File: src/rtl/core/aut_pkg.sv
// ----------------------------------------------------------------------------
// aut_pkg
// Shared constants and types for the allocation usage tracker.
// ----------------------------------------------------------------------------
package aut_pkg;

  // table and datapath sizing
  localparam int TABLE_ENTRIES = 64;
  localparam int BYTE_BITS     = 48;
  localparam int HANDLE_BITS   = 64;
  localparam int IDX_W         = $clog2(TABLE_ENTRIES);

  // command queue between front and back
  localparam int QUEUE_DEPTH = 2;
  localparam int QPTR_W      = $clog2(QUEUE_DEPTH);
  localparam int QCNT_W      = $clog2(QUEUE_DEPTH + 1);

  // classified operation
  typedef enum logic [1:0] {
    OP_ALLOC     = 2'd0,
    OP_FREE      = 2'd1,
    OP_FREE_NULL = 2'd2
  } op_t;

  // one classified command
  typedef struct packed {
    op_t                    op;
    logic [HANDLE_BITS-1:0] handle;
    logic [BYTE_BITS-1:0]   bytes;
  } cmd_t;

  // back-end sequencer states
  typedef enum logic [1:0] {
    ST_IDLE   = 2'd0,
    ST_SCAN   = 2'd1,
    ST_APPLY  = 2'd2,
    ST_FINISH = 2'd3
  } state_t;

endpackage

File: src/rtl/core/aut_front.sv
// ----------------------------------------------------------------------------
// aut_front
// Accepts input transactions, classifies them and queues them for the back end.
// ----------------------------------------------------------------------------
module aut_front (
  input  logic                            clk,
  input  logic                            rst_n,
  input  logic                            in_push,
  output logic                            in_full,
  input  logic                            in_mode,
  input  logic [aut_pkg::HANDLE_BITS-1:0] in_alloc_handle,
  input  logic [aut_pkg::BYTE_BITS-1:0]   in_alloc_bytes,
  output logic                            cmd_valid,
  output aut_pkg::cmd_t                   cmd,
  input  logic                            cmd_take
);

  aut_pkg::cmd_t                q_r [aut_pkg::QUEUE_DEPTH];
  logic [aut_pkg::QPTR_W-1:0]   wr_ptr_r, wr_ptr_nxt;
  logic [aut_pkg::QPTR_W-1:0]   rd_ptr_r, rd_ptr_nxt;
  logic [aut_pkg::QCNT_W-1:0]   cnt_r, cnt_nxt;
  aut_pkg::cmd_t                cls;
  logic                         do_push;
  logic                         do_pop;

  // classify the incoming transaction
  always_comb begin
    cls.handle = in_alloc_handle;
    cls.bytes  = in_alloc_bytes;
    if (!in_mode) begin
      cls.op = aut_pkg::OP_ALLOC;
    end else if (in_alloc_handle == '0) begin
      cls.op = aut_pkg::OP_FREE_NULL;
    end else begin
      cls.op = aut_pkg::OP_FREE;
    end
  end

  assign in_full   = (cnt_r == aut_pkg::QCNT_W'(aut_pkg::QUEUE_DEPTH));
  assign cmd_valid = (cnt_r != '0);
  assign cmd       = q_r[rd_ptr_r];
  assign do_push   = in_push && !in_full;
  assign do_pop    = cmd_take && cmd_valid;

  // pointer and count update
  always_comb begin
    wr_ptr_nxt = wr_ptr_r;
    rd_ptr_nxt = rd_ptr_r;
    cnt_nxt    = cnt_r;
    if (do_push) begin
      wr_ptr_nxt = (wr_ptr_r == aut_pkg::QPTR_W'(aut_pkg::QUEUE_DEPTH - 1)) ? '0
                                                                            : wr_ptr_r + 1'b1;
    end
    if (do_pop) begin
      rd_ptr_nxt = (rd_ptr_r == aut_pkg::QPTR_W'(aut_pkg::QUEUE_DEPTH - 1)) ? '0
                                                                            : rd_ptr_r + 1'b1;
    end
    unique case ({do_push, do_pop})
      2'b10:   cnt_nxt = cnt_r + 1'b1;
      2'b01:   cnt_nxt = cnt_r - 1'b1;
      default: cnt_nxt = cnt_r;
    endcase
  end

  always_ff @(posedge clk) begin
    if (!rst_n) begin
      wr_ptr_r <= '0;
      rd_ptr_r <= '0;
      cnt_r    <= '0;
    end else begin
      wr_ptr_r <= wr_ptr_nxt;
      rd_ptr_r <= rd_ptr_nxt;
      cnt_r    <= cnt_nxt;
    end
  end

  // queue storage
  always_ff @(posedge clk) begin
    if (do_push) begin
      q_r[wr_ptr_r] <= cls;
    end
  end

endmodule

File: config.mk
export PLATFORM = sky130hd
export DESIGN_NAME = aut_front
export DESIGN_NICKNAME = d
export VERILOG_FILES = /design/src/rtl/core/aut_pkg.sv /design/src/rtl/core/aut_front.sv
export SDC_FILE = /design/constraint.sdc
export NUM_CORES = 1
export LEC_CHECK = 0
export ABC_AREA = 1
export ABC_CLOCK_PERIOD_IN_PS = 17350
export BUFFER_PORTS_ARGS = -buffer_cell sky130_fd_sc_hd__buf_4
export CAP_MARGIN = 20
export CORE_MARGIN = 4
export CORE_UTILIZATION = 45
export CTS_CLUSTER_DIAMETER = 150
export CTS_CLUSTER_SIZE = 28
export DETAILED_ROUTE_END_ITERATION = 7
export GPL_TIMING_DRIVEN = 0
export PLACE_DENSITY = 0.7
export SETUP_SLACK_MARGIN = 0.3
export SYNTH_ARGS = -nofsm -noshare
export SYNTH_HDL_FRONTEND = slang
export SYNTH_SLANG_ARGS = --single-unit
File: constraint.sdc
create_clock -name clk -period 17.35 [get_ports clk]
set_input_delay 0.8675 -clock clk [delete_from_list [all_inputs] [get_ports clk]]
set_output_delay 0.8675 -clock clk [all_outputs]
set_load 0.005 [all_outputs]
Word level (Yosys, flattened, before mapping)
Memories as Yosys holds them, arrays and structs flattened. A register that Yosys moved wholly into a read port is not among the register bits.
Cells that the tools add are included.
Widths: inputs -> output; s select.
{"block": "totals", "memories": 1, "ram_bits": 228, "regBits": 4, "output_inout_bits": 116}
{"name": "q_r", "depth": 2, "width": 114, "read_ports": 1, "rd_ports_with_merged_regs": 1, "wr": 1, "line_no": "aut_front.sv:18", "source": "aut_pkg::cmd_t q_r [aut_pkg::QUEUE_DEPTH];"}
{"block": "classes", "add_sub_neg": 4, "n_reduce_logical": 6, "n_eq_ne": 3, "n_mux": 9}
{"operator": "$logic_not 64->1", "count": 1}
{"operator": "$mux 1", "count": 6}
{"operator": "$eq 2x2->1 const B", "count": 2}
{"operator": "$mux 2", "count": 2}
{"operator": "$pmux 2 s2", "count": 1}
{"operator": "$reduce_bool 2->1", "count": 2}
{"operator": "$add 1x1->1 const B", "count": 2}
{"operator": "$add 2x1->2 const B", "count": 1}
{"operator": "$eq 2x1->1 const B", "count": 1}
{"operator": "$logic_and 1x1->1", "count": 2}
{"operator": "$sub 2x1->2 const B", "count": 1}
{"operator": "$logic_not 1->1", "count": 1}

Logic depth before layout (Yosys ltp)
Gate-level depths: netlist of the first run.
{"block": "depth", "ltp_word": 5, "ltp_mapped": 9}

Worst setup path before layout of the first run
OpenSTA, ideal clock, no wires.
{"block": "synth_path", "path_type": "input to register", "from": "input port in_push", "to": "memory q_r[0][0] (netlist bit), enable pin", "path_buffers": 0, "arrival_time_ns": 5.736, "path_stages": 2, "setup_slack_ns": 11.025, "cell_sequence": "o21ai_1 -> nor2_1"}
{"block": "synth_between", "elab_chain_cells": 3}
{"item": "start, declared", "line_no": "aut_front.sv:8", "source": "input logic in_push,"}
{"item": "$logic_and 1x1->1", "line_no": "aut_front.sv:42", "source": "assign do_push = in_push && !in_full;"}
{"item": "$mux 1", "line_no": "aut_front.sv:79", "source": "if (do_push) begin"}
{"item": "$mux 1 (not written as such)", "line_no": "aut_front.sv:80", "source": "q_r[wr_ptr_r] <= cls;"}
{"item": "end, declared", "line_no": "aut_front.sv:18"}
Every way passes these cells.

==> impl_metrics.csv, run 1 <==
group,metric,value,unit
logic_synthesis,yosys.area_share.xor_xnor,0,%
sta,drv_slew,0,
cts,hold_buffers,0,
sta,fin_crit,2.606,ns
critical_path,required,16.48,ns
sta,fmax,0.3837,GHz
cts,clock_latency,0.46,ns
logic_synthesis,synth.distinct_cells,14,
logic_synthesis,syn-cell-area,8930,um^2
place,place.gp.congestion,0.7413,
global_routing,grt_max_degree,33,
cts,cts-root-buf,"clkbuf_16",
power_and_ir_drop,peakVddDrop,0.0001135,V
floorplanning,core_area,19460,um^2
routing,vias_per_cell,4.839,
logic_synthesis,synth_compound_area_share,0.7286,%
critical_path,crit_buf_inv,3,
power_and_ir_drop,p_leak,4.363,nW
cts,cts_buffers,12,
routing,drtIter0Drc,189,
routing,drtPass1Iterations,4,
logic_synthesis,yosysSeqAreaShare,77.79,%
floorplanning,initial_core_util,45.88,%
cells_and_area,final_nets,818,
cts,cts_resized,0,
logic_synthesis,synth_top_family_by_area,"multiplexers",
critical_path,arrival,1.74,ns
logic_synthesis,yosysWarnings,0,
floorplanning,dieArea,22160,um^2
critical_path,cp_max_fo,10,
run_status,outcome,"complete, no violations",
cts,cts_tree,"built",
routing,wire_per_inst,18.10,um
global_routing,overflow,0,
floorplanning,fp-row-count,51,
global_routing,grt_use_total,15.07,%
cells_and_area,drive_gt1_share,54.27,%
cts,cts_buffer_depth,3,
critical_path,end_kind,"output port",
critical_path,path_delay_family,"buffers and inverters",
critical_path,max_stage_delay,0.38,ns
routing,detail-route-antenna-nets,0,
global_routing,antenna_found_initial,0,
critical_path,cp_slowest_cell,"mux2_2",
routing,wl,17.50,mm
logic_synthesis,synth_fa_ha_area_share,0.1401,%
sta,setup_tns,0,ns
sta,worst_pin_slew,0.8517,ns
cells_and_area,syn2layout_area_growth,28.68,%
logic_synthesis,synthSimpleGateAreaFrac,2.900,%
global_routing,grt_pass1_wl,26.49,mm
critical_path,worstSetupPathType,"flop to output port",
logic_synthesis,syn_nets,566,
floorplanning,die-height,148.9,um
cells_and_area,final_cell_mix,"buf_4 (232), edfxtp_1 (228), mux2_4 (60)",
place,dp_hpwl,12.76,mm
logic_synthesis,ys_ff_latch,233,
sta,fin_crit_sh,15.02,%
sta,hold_viol,0,
cells_and_area,final_common_cell,"buf_4",
logic_synthesis,syn-instance-count,448,
floorplanning,pin_count,233,
cts,path_clk_slew,0.10,ns
cells_and_area,n_antenna_cell,0,
cts,clock_sinks,233,
job,drv_cap,0,
global_routing,grt_pass1_vias,5096,
cts,ctsHtreeMaxLevel,1,
logic_synthesis,synth_mux_area_share,16.90,%
sta,rsz0062_at_grt,"no",
sta,fin_skew,0.01984,ns
place,port_buffers,232,
critical_path,crit_chain,"buf_6 > buf_2 > mux2_2 > buf_4",
routing,drc,0,
logic_synthesis,yosysTopAreaCell,"edfxtp_1",
cells_and_area,fillers,1473,
hold_path,hp-class,"flop to flop",
critical_path,critPathLaunchType,"flop",
power_and_ir_drop,power_density,115.1,nW/um^2
routing,vias,4679,
logic_synthesis,synth_area_leaders,"edfxtp_1 (77%), mux2_4 (10%), mux2_2 (6.8%)",
sta,setup_viol,0,
logic_synthesis,synth_top_area_share,76.67,%
cells_and_area,post-route-util,59.04,%
logic_synthesis,syn_area_per_cell,19.93,um^2
sta,relSlewSlack,43.08,%
floorplanning,die_width,148.9,um
cts,postCtsSetupBuffers,0,
logic make-up after synthesis:
family                   Yosys count
adder cells (fa/ha/maj)            1
AND/OR/NAND/NOR                   69
buffers and inverters             18
multiplexers                     114
flip-flops                       233
AO/OA/AOI/OAI                     13
synthesized netlist by cell type, drive strengths merged:
master and count:
nor2 46, a21oi 7, o21ai 6, mux2 114, ha 1, buf 13, dfxtp 5, edfxtp 228
nand2 23, inv 5
worst paths after layout:
path	slack (ns)	endpoint	startpoint	depth (start not counted)
worst max-delay path	14.74	cmd[101]	flop	4
worst min-delay path	0.48	flop	rd_ptr_r	1
worst max register to register	15.15	q_r[0][86]	cnt_r[0]	4
worst min register to register	0.48	flop	rd_ptr_r	1
sequential cells by signal (all words and copies together) (netlist names), named ones only:
signal and count:
q_r 228, rd_ptr_r 1, wr_ptr_r 1, cnt_r 2
stage by stage:
| step | total power, mW | instances | worst slack [ns] | hold WS, ns | instance area, um^2 |
|---|---|---|---|---|---|
| after floorplan | 0.8842 | 448 | 11.03 | 0.4255 | 8930 |
| after global placement | 1.038 | 945 | 8.488 | 0.4405 | 11000 |
| after detailed placement | 1.039 | 951 | 14.55 | 0.4566 | 11140 |
| after CTS | 1.343 | 967 | 14.70 | 0.4787 | 11490 |
| after global routing | 1.385 | 967 | 14.65 | 0.5124 | 11490 |
| final | 1.322 | 967 | 14.74 | 0.4786 | 11490 |
worst register-to-register path: stages, from the launching register on:
cell and delay, ns:
dfxtp_1 0.40, o21ai_1 0.23, nor2_4 0.71, buf_12 0.29, buf_12 0.25
per-layer routing:
| metal | vias to the layer above | share of wire [%] | track usage (%) |
|---|---|---|---|
| li1 | 2205 | - | - |
| met1 | 2289 | 39 | 18.54 |
| met2 | 168 | 51 | 27.21 |
| met3 | 17 | 7.9 | 4.011 |
| met4 | 0 | 1.6 | 2.609 |
| met5 | - | 0 | 0 |
area by class of cell:
cell class	count	area [um^2]	share of cell area, %
repair buffers	238	1862	16.20
well taps	265	331.6	2.885
inverters	5	18.77	0.1633
multi-input cells	197	1861	16.19
clock inverters	1	20.02	0.1742
plain buffers	13	118.9	1.034
clock buffers	15	332.8	2.896
flip-flops and latches	233	6947	60.45
report_power, final:
group / leakage, nW / internal [mW] / switching, mW
Clock: 0.172 / 0.140 / 0.164
Sequential: 2.17 / 0.686 / 0.0139
Combinational: 2.02 / 0.184 / 0.135
Note: power is estimated with default switching activity, not from simulation.
==> inputs of run 2 (changes only) <==
--- a/config.mk
+++ b/config.mk
@@ -5,8 +5,8 @@
 export SDC_FILE = /design/constraint.sdc
 export NUM_CORES = 1
 export LEC_CHECK = 0
-export ABC_AREA = 1
-export ABC_CLOCK_PERIOD_IN_PS = 17350
+export ABC_AREA = 0
+export ABC_CLOCK_PERIOD_IN_PS = 2250
 export BUFFER_PORTS_ARGS = -buffer_cell sky130_fd_sc_hd__buf_4
 export CAP_MARGIN = 20
 export CORE_MARGIN = 4
@@ -15,7 +15,7 @@
 export CTS_CLUSTER_SIZE = 28
 export DETAILED_ROUTE_END_ITERATION = 7
 export GPL_TIMING_DRIVEN = 0
-export PLACE_DENSITY = 0.7
+export PLACE_DENSITY = 0.73
 export SETUP_SLACK_MARGIN = 0.3
 export SYNTH_ARGS = -nofsm -noshare
 export SYNTH_HDL_FRONTEND = slang
==> constraint.sdc (replaced) <==
create_clock -name clk -period 2.25 [get_ports clk]
set_input_delay 0.1125 -clock clk [delete_from_list [all_inputs] [get_ports clk]]
set_output_delay 0.1125 -clock clk [all_outputs]
set_load 0.005 [all_outputs]
==> run 2 against run 1 <==
Final cell count rose by 4.2%. Non-clock buffer count is 116 higher. Clock power rose to 7.7 times the previous value. Largest cell class unchanged. Critical path type unchanged. Combinational power increased to 12 times the previous value.
==> impl_metrics.csv, run 2 <==
group,metric,value,unit
run_status,outcome,"complete, no violations",
sta,hold-worst-slack,0.1232,ns
critical_path,worstSetupPathType,"flop to output port",
logic_synthesis,syn_nets,520,
power_and_ir_drop,power_density,981.1,nW/um^2
floorplanning,core_area,18770,um^2
routing,drtPass1Iterations,4,
logic_synthesis,ys_ff_latch,233,
critical_path,rr_startpoint,"wr_ptr_r",
logic_synthesis,synth_compound_area_share,0.1456,%
critical_path,end_kind,"output port",
global_routing,grt_use_total,18.31,%
floorplanning,dieArea,21370,um^2
routing,wl,20.10,mm
critical_path,reg2reg_slack,0.44,ns
sta,rsz0062_at_grt,"yes",
cells_and_area,drive_gt1_share,50.52,%
logic_synthesis,yosys.area_share.xor_xnor,0.4076,%
cts,path_clk_slew,0.10,ns
routing,drtIter0Drc,250,
logic_synthesis,yosysSeqAreaShare,80.83,%
sta,fin_skew,0.02840,ns
cts,cts_buffer_depth,3,
critical_path,r2r-end,"q_r[1][44]",
cells_and_area,largestRegisters,"q_r x228, cnt_r x2",
critical_path,cpMostUsedCell,"buf_4",
hold_path,hp-class,"input pin to flop",
sta,hold_viol,0,
sta,drv_slew,0,
floorplanning,die_width,146.2,um
global_routing,overflow,0,
cells_and_area,final_common_cell,"buf_4",
logic_synthesis,yosysMostFrequentCell,"edfxtp_1",
logic_synthesis,synth-async-reset-ratio,0,%
global_routing,grt_pass1_wl,31.22,mm
power_and_ir_drop,p_leak,4.574,nW
cts,cts_buffers,12,
power_and_ir_drop,peakVddDrop,0.0007050,V
cells_and_area,fin_cells,1008,
hold_path,holdPathStages,4,
critical_path,crit_buf_inv,4,
global_routing,grt_max_degree,60,
critical_path,path_delay_family,"buffers and inverters",
routing,wire_per_inst,19.94,um
logic_synthesis,synth.distinct_cells,21,
critical_path,required,2.14,ns
floorplanning,initial_core_util,45.79,%
cells_and_area,largest_reg_flops,228,
logic_synthesis,synth_edf_count,228,
logic_synthesis,yosysTopAreaCell,"edfxtp_1",
critical_path,cp_max_fo,10,
sta,setup_viol,0,
logic_synthesis,synthSimpleGateAreaFrac,2.562,%
cts,cts-root-buf,"clkbuf_16",
sta,setup_tns,0,ns
logic_synthesis,synth_top_area_share,79.66,%
sta,fin_ws,0.3705,ns
cells_and_area,final_cell_mix,"buf_4 (237), edfxtp_1 (228), mux2_2 (114), dlygate4sd3_1 (114), nor4_1 (15)",
routing,maxUsedRoutingLayer,"met4",
logic_synthesis,synth_mux_area_share,14.94,%
critical_path,crit_chain,"buf_4 > buf_12 > buf_6 > mux2_2 > buf_4",
routing,drc,0,
global_routing,grt_pass1_vias,5696,
job,drv_cap,0,
logic_synthesis,yosysWarnings,0,
place,dp.cells,872,
logic_synthesis,synthFlopType,"edfxtp_1",
critical_path,r2r_cells,2,
place,place.gp.congestion,0.7363,
routing,wl_met2,10.47,mm
routing,wl_met1,7.739,mm
sta,fin_crit,1.879,ns
cells_and_area,syn2layout_area_growth,43.47,%
global_routing,antenna_found_initial,0,
logic_synthesis,synth_fa_ha_area_share,0.1456,%
place,preCtsSetupSlack,0.1319,ns
sta,worst_pin_slew,0.7234,ns
critical_path,arrival,1.77,ns
routing,routed-wl-met3,1.316,mm
hold_path,hold_start,"cmd_take",
floorplanning,die-height,146.2,um
logic_synthesis,syn-instance-count,402,
cts,clock_sinks,233,
floorplanning,fp-row-count,50,
sta,fmax,0.5321,GHz
logic_synthesis,synthTopCellsByCount,"edfxtp_1 (228), mux2_2 (114), nor4_1 (15), buf_2 (7), buf_4 (6)",
cts,ctsHtreeMaxLevel,1,
critical_path,cp_slowest_cell,"mux2_2",
logic_synthesis,synth_area_leaders,"edfxtp_1 (80%), mux2_2 (15%), dfxtp_1 (1.2%)",
cts,clock_latency,0.47,ns
critical_path,max_stage_delay,0.36,ns
logic_synthesis,syn-cell-area,8594,um^2
place,port_buffers,232,
routing,vias,5100,
floorplanning,pin_count,233,
logic_synthesis,synth_top_family_by_area,"multiplexers",
sta,relSlewSlack,51.72,%
sta,fin_crit_sh,83.53,%
logic_synthesis,syn_area_per_cell,21.38,um^2
cells_and_area,top_register,"q_r",
cells_and_area,final_nets,890,
routing,detail-route-antenna-nets,0,
place,dp_hpwl,12.64,mm
routing,vias_per_cell,5.060,
critical_path,critPathLaunchType,"flop",
cells_and_area,n_antenna_cell,0,
cts,cts_tree,"built",
==> run 2: kinds of logic after synthesis <==
logic type	Yosys count
DFF	233
muxes	114
and+or+nand+nor	34
buffers and inverters	14
xor gates and xnor gates	4
AOI/OAI and AO/OA	2
adders and majority gates	1
==> run 2: where the power goes <==
part | total, mW | leakage (nW) | internal (mW) | switching [mW]
Clock | 2.34 | 0.172 | 1.08 | 1.27
Sequential | 5.78 | 2.17 | 5.59 | 0.182
Combinational | 3.98 | 2.23 | 2.26 | 1.72
Total | 12.1 | 4.57 | 8.93 | 3.17
==> run 2: layout make-up <==
type,count,area [um^2]
flip-flops and latches,233,6948
fillers,1230,6437
repair buffers,354,3000
multi-input cells,157,1605
clock buffers,15,332.8
well taps,234,292.8
plain buffers,13,127.6
clock inverters,1,20.02
inverters,1,3.754
==> run 2: what timing repair did <==
| action | in CTS | in global routing |
|---|---|---|
| hold buffers | 114 | 0 |
| endpoints found under the hold margin | 233 | 0 |
| endpoints found under the setup margin | 153 | 60 |
| buffers inserted | 0 | 4 |
| resized for setup | 11 | 2 |
| pin swaps | 2 | 1 |
| cloned | 2 | 0 |
==> run 2: through the flow <==
stage | power [mW] | cell area [um^2] | util [%]
6_report | 12.10 | 12330 | 65.70
5_1_grt | 12.70 | 12330 | 65.70
4_1_cts | 12.16 | 12290 | 65.50
3_5_place_dp | 9.550 | 10750 | 57.25
3_3_place_gp | 9.387 | 10650 | 56.77
2_1_floorplan | 7.616 | 8620 | -
==> run 2: worst max-delay path by stage <==
stage | depth (start not counted) | start | end | slack (ns)
2_1_floorplan | 3 | cnt_r[0] | q_r[0][0] | -0.40
3_3_place_gp | 3 | cnt_r[0] | q_r[0][47] | -1.20
3_5_place_dp | 5 | cnt_r[0] | q_r[0][44] | 0.13
4_1_cts | 5 | flop | cmd[90] | 0.31
5_1_grt | 5 | flop | cmd[80] | 0.28
6_report | 5 | flop | cmd[73] | 0.37
==> run 2: worst min-delay path: cells and delay by family <==
family / cells / cell delay, ns
simple gates: 2 / 0.26
buf+inv: 1 / 0.08
xor+xnor: 1 / 0.09
==> run 2: per-layer routing <==
metal  track usage (%)  up-vias
li1                  -     2341
met1             22.51     2520
met2             32.55      198
met3             4.283       41
met4             5.033        0
met5                 0        -
==> inputs of run 3 (changes only) <==
--- a/config.mk
+++ b/config.mk
@@ -6,7 +6,7 @@
 export NUM_CORES = 1
 export LEC_CHECK = 0
 export ABC_AREA = 0
-export ABC_CLOCK_PERIOD_IN_PS = 2250
+export ABC_CLOCK_PERIOD_IN_PS = 1550
 export BUFFER_PORTS_ARGS = -buffer_cell sky130_fd_sc_hd__buf_4
 export CAP_MARGIN = 20
 export CORE_MARGIN = 4
==> constraint.sdc (replaced) <==
create_clock -name clk -period 1.55 [get_ports clk]
set_input_delay 0.0775 -clock clk [delete_from_list [all_inputs] [get_ports clk]]
set_output_delay 0.0775 -clock clk [all_outputs]
set_load 0.005 [all_outputs]
==> run 3 against run 2 <==
The run now ends with negative setup slack left. Final cell count up 8.3%. Critical path depth unchanged. Die area stayed put. Sequential cell count is the same. Critical path type unchanged.
==> impl_metrics.csv, run 3 (synthesis gave the netlist of run 2 again) <==
group,metric,value,unit
floorplanning,pin_count,233,
critical_path,crit_chain,"buf_6 > clkbuf_16 > buf_12 > mux2_4 > buf_6",
cells_and_area,final_nets,973,
cells_and_area,largest_reg_flops,228,
cells_and_area,final_common_cell,"edfxtp_1",
critical_path,cpMostUsedCell,"buf_6",
hold_path,hp-class,"input pin to flop",
place,port_buffers,232,
critical_path,cp_max_fo,10,
floorplanning,core_area,18770,um^2
routing,vias_per_cell,5.176,
critical_path,max_stage_delay,0.34,ns
sta,hold_viol,0,
global_routing,grt_use_met2,38.97,%
cells_and_area,multi_input_area,2113,um^2
job,drv_cap,0,
cells_and_area,fillers,912,
critical_path,cp_slowest_cell,"dfxtp_2",
floorplanning,dieArea,21370,um^2
power_and_ir_drop,power_density,1519,nW/um^2
sta,worst_pin_slew,0.4516,ns
place,place.gp.congestion,0.7406,
floorplanning,die-height,146.2,um
sta,fin_ws,-0.2494,ns
run_status,outcome,"finished, violations left",
cts,ctsHtreeMaxLevel,1,
floorplanning,fp-row-count,50,
global_routing,grt-busiest-layer,"met2",
floorplanning,initial_core_util,45.79,%
global_routing,overflow,0,
critical_path,crit_buf_inv,4,
routing,drc,0,
sta,rsz0062_at_grt,"yes",
cts,cts-root-buf,"clkbuf_16",
cts,cts_buffer_depth,3,
sta,relSlewSlack,69.62,%
cells_and_area,largestRegisters,"q_r x228, cnt_r x2",
cts,cts_buffers,12,
routing,detail-route-antenna-nets,0,
sta,hold-worst-slack,0.1253,ns
sta,fin_crit_sh,116.1,%
sta,fin_skew,0.02678,ns
cells_and_area,top_register,"q_r",
cells_and_area,syn2layout_area_growth,73.26,%
global_routing,grt_pass1_vias,6100,
global_routing,gr-usage-met3,4.562,%
global_routing,grt_max_degree,30,
critical_path,required,1.47,ns
power_and_ir_drop,p_leak,5.855,nW
sta,fin_crit,1.799,ns
power_and_ir_drop,total_power,22.62,mW
cells_and_area,final_cell_mix,"edfxtp_1 (228), buf_6 (138), buf_4 (129)",
routing,vias,5652,
run_status,violations,"negative setup slack",
routing,wire_per_inst,23.49,um
routing,wl,25.66,mm
critical_path,critPathLaunchType,"flop",
floorplanning,die_width,146.2,um
cells_and_area,n_antenna_cell,0,
critical_path,path_delay_family,"buffers and inverters",
cts,path_clk_slew,0.11,ns
global_routing,grt_use_total,20.83,%
power_and_ir_drop,peakVddDrop,0.001363,V
global_routing,antenna_found_initial,0,
sta,drv_slew,0,
routing,drtIter0Drc,278,
global_routing,grt_pass1_wl,34.67,mm
place,dp_hpwl,12.48,mm
global_routing,grt_util_met1,24.80,%
routing,drtPass1Iterations,4,
sta,fmax,0.5557,GHz
sta,setup_viol,298,
critical_path,arrival,1.72,ns
cells_and_area,drive_gt1_share,56.41,%
cts,clock_latency,0.48,ns
cells_and_area,sequential_cell_area,6954,um^2
critical_path,end_kind,"output port",
critical_path,worstSetupPathType,"flop to output port",
cts,cts_tree,"built",
cts,clock_sinks,233,
-- run 3: cell types whose count changed in the layout (fill, tap and decap cells not counted), sizes merged --
cell    delta
nor2       -1
buf       +67
and3       +5
clkbuf    +13
-- run 3: timing repair --
item	CTS	global route
pin swaps	5	6
setup endpoints to repair	346	346
hold endpoints to repair	233	0
gates cloned	19	16
resized for setup	212	131
buffers inserted	42	11
hold buffers	114	0
-- run 3: per-layer routing --
metal  vias up  part of all wire (%)
met5         -                     0
met4         0                   1.6
met3        32                   6.8
met2       209                    54
met1      2875                    38
li1       2536                     -
-- run 3: final timing paths --
| kind | startpoint | to | slack [ns] | depth (start not counted) |
|---|---|---|---|---|
| worst max-delay path | flop | cmd[50] | -0.25 | 5 |
| worst min-delay path | in_push | wr_ptr_r | 0.13 | 4 |
| worst min register to register | rd_ptr_r | flop | 0.57 | 2 |
| worst max register to register | cnt_r[0] | q_r[0][39] | -0.19 | 9 |
-- run 3: worst register-to-register path: stages, from the launching register on --
cell and delay, ns:
dfxtp_4 0.37, buf_6 0.09, nand2b_4 0.14, nand2_4 0.09, nor2_4 0.16, buf_6 0.14, buf_16 0.13, buf_12 0.10
buf_12 0.10, clkbuf_16 0.14
-- run 3: final cells by class --
class,count,area share [%]
timing repair buffer,433,33.10
clock inverter,1,0.1344
sequential,233,46.70
inverter,1,0.02521
multi-input combinational,161,14.19
clock buffer,16,2.260
buffer,13,1.622
tap,234,1.966
-- run 3: stage by stage --
step	instances	setup WS [ns]	TNS, ns	util (%)	instance area [um^2]
final	1092	-0.2494	-44.70	79.34	14890
after global routing	1092	-0.3145	-58.22	79.34	14890
after CTS	1065	-0.2914	-39.33	74.41	13960
after detailed placement	873	-0.4486	-66.50	57.44	10780
after global placement	868	-1.922	-392.79	56.77	10650
after floorplan	402	-1.098	-218.31	-	8620
-- run 3: power by group --
| group | switching (mW) | internal (mW) | leakage, nW |
|---|---|---|---|
| Combinational | 3.76 | 6.88 | 3.51 |
| Sequential | 0.326 | 8.13 | 2.18 |
| Clock | 1.94 | 1.58 | 0.174 |
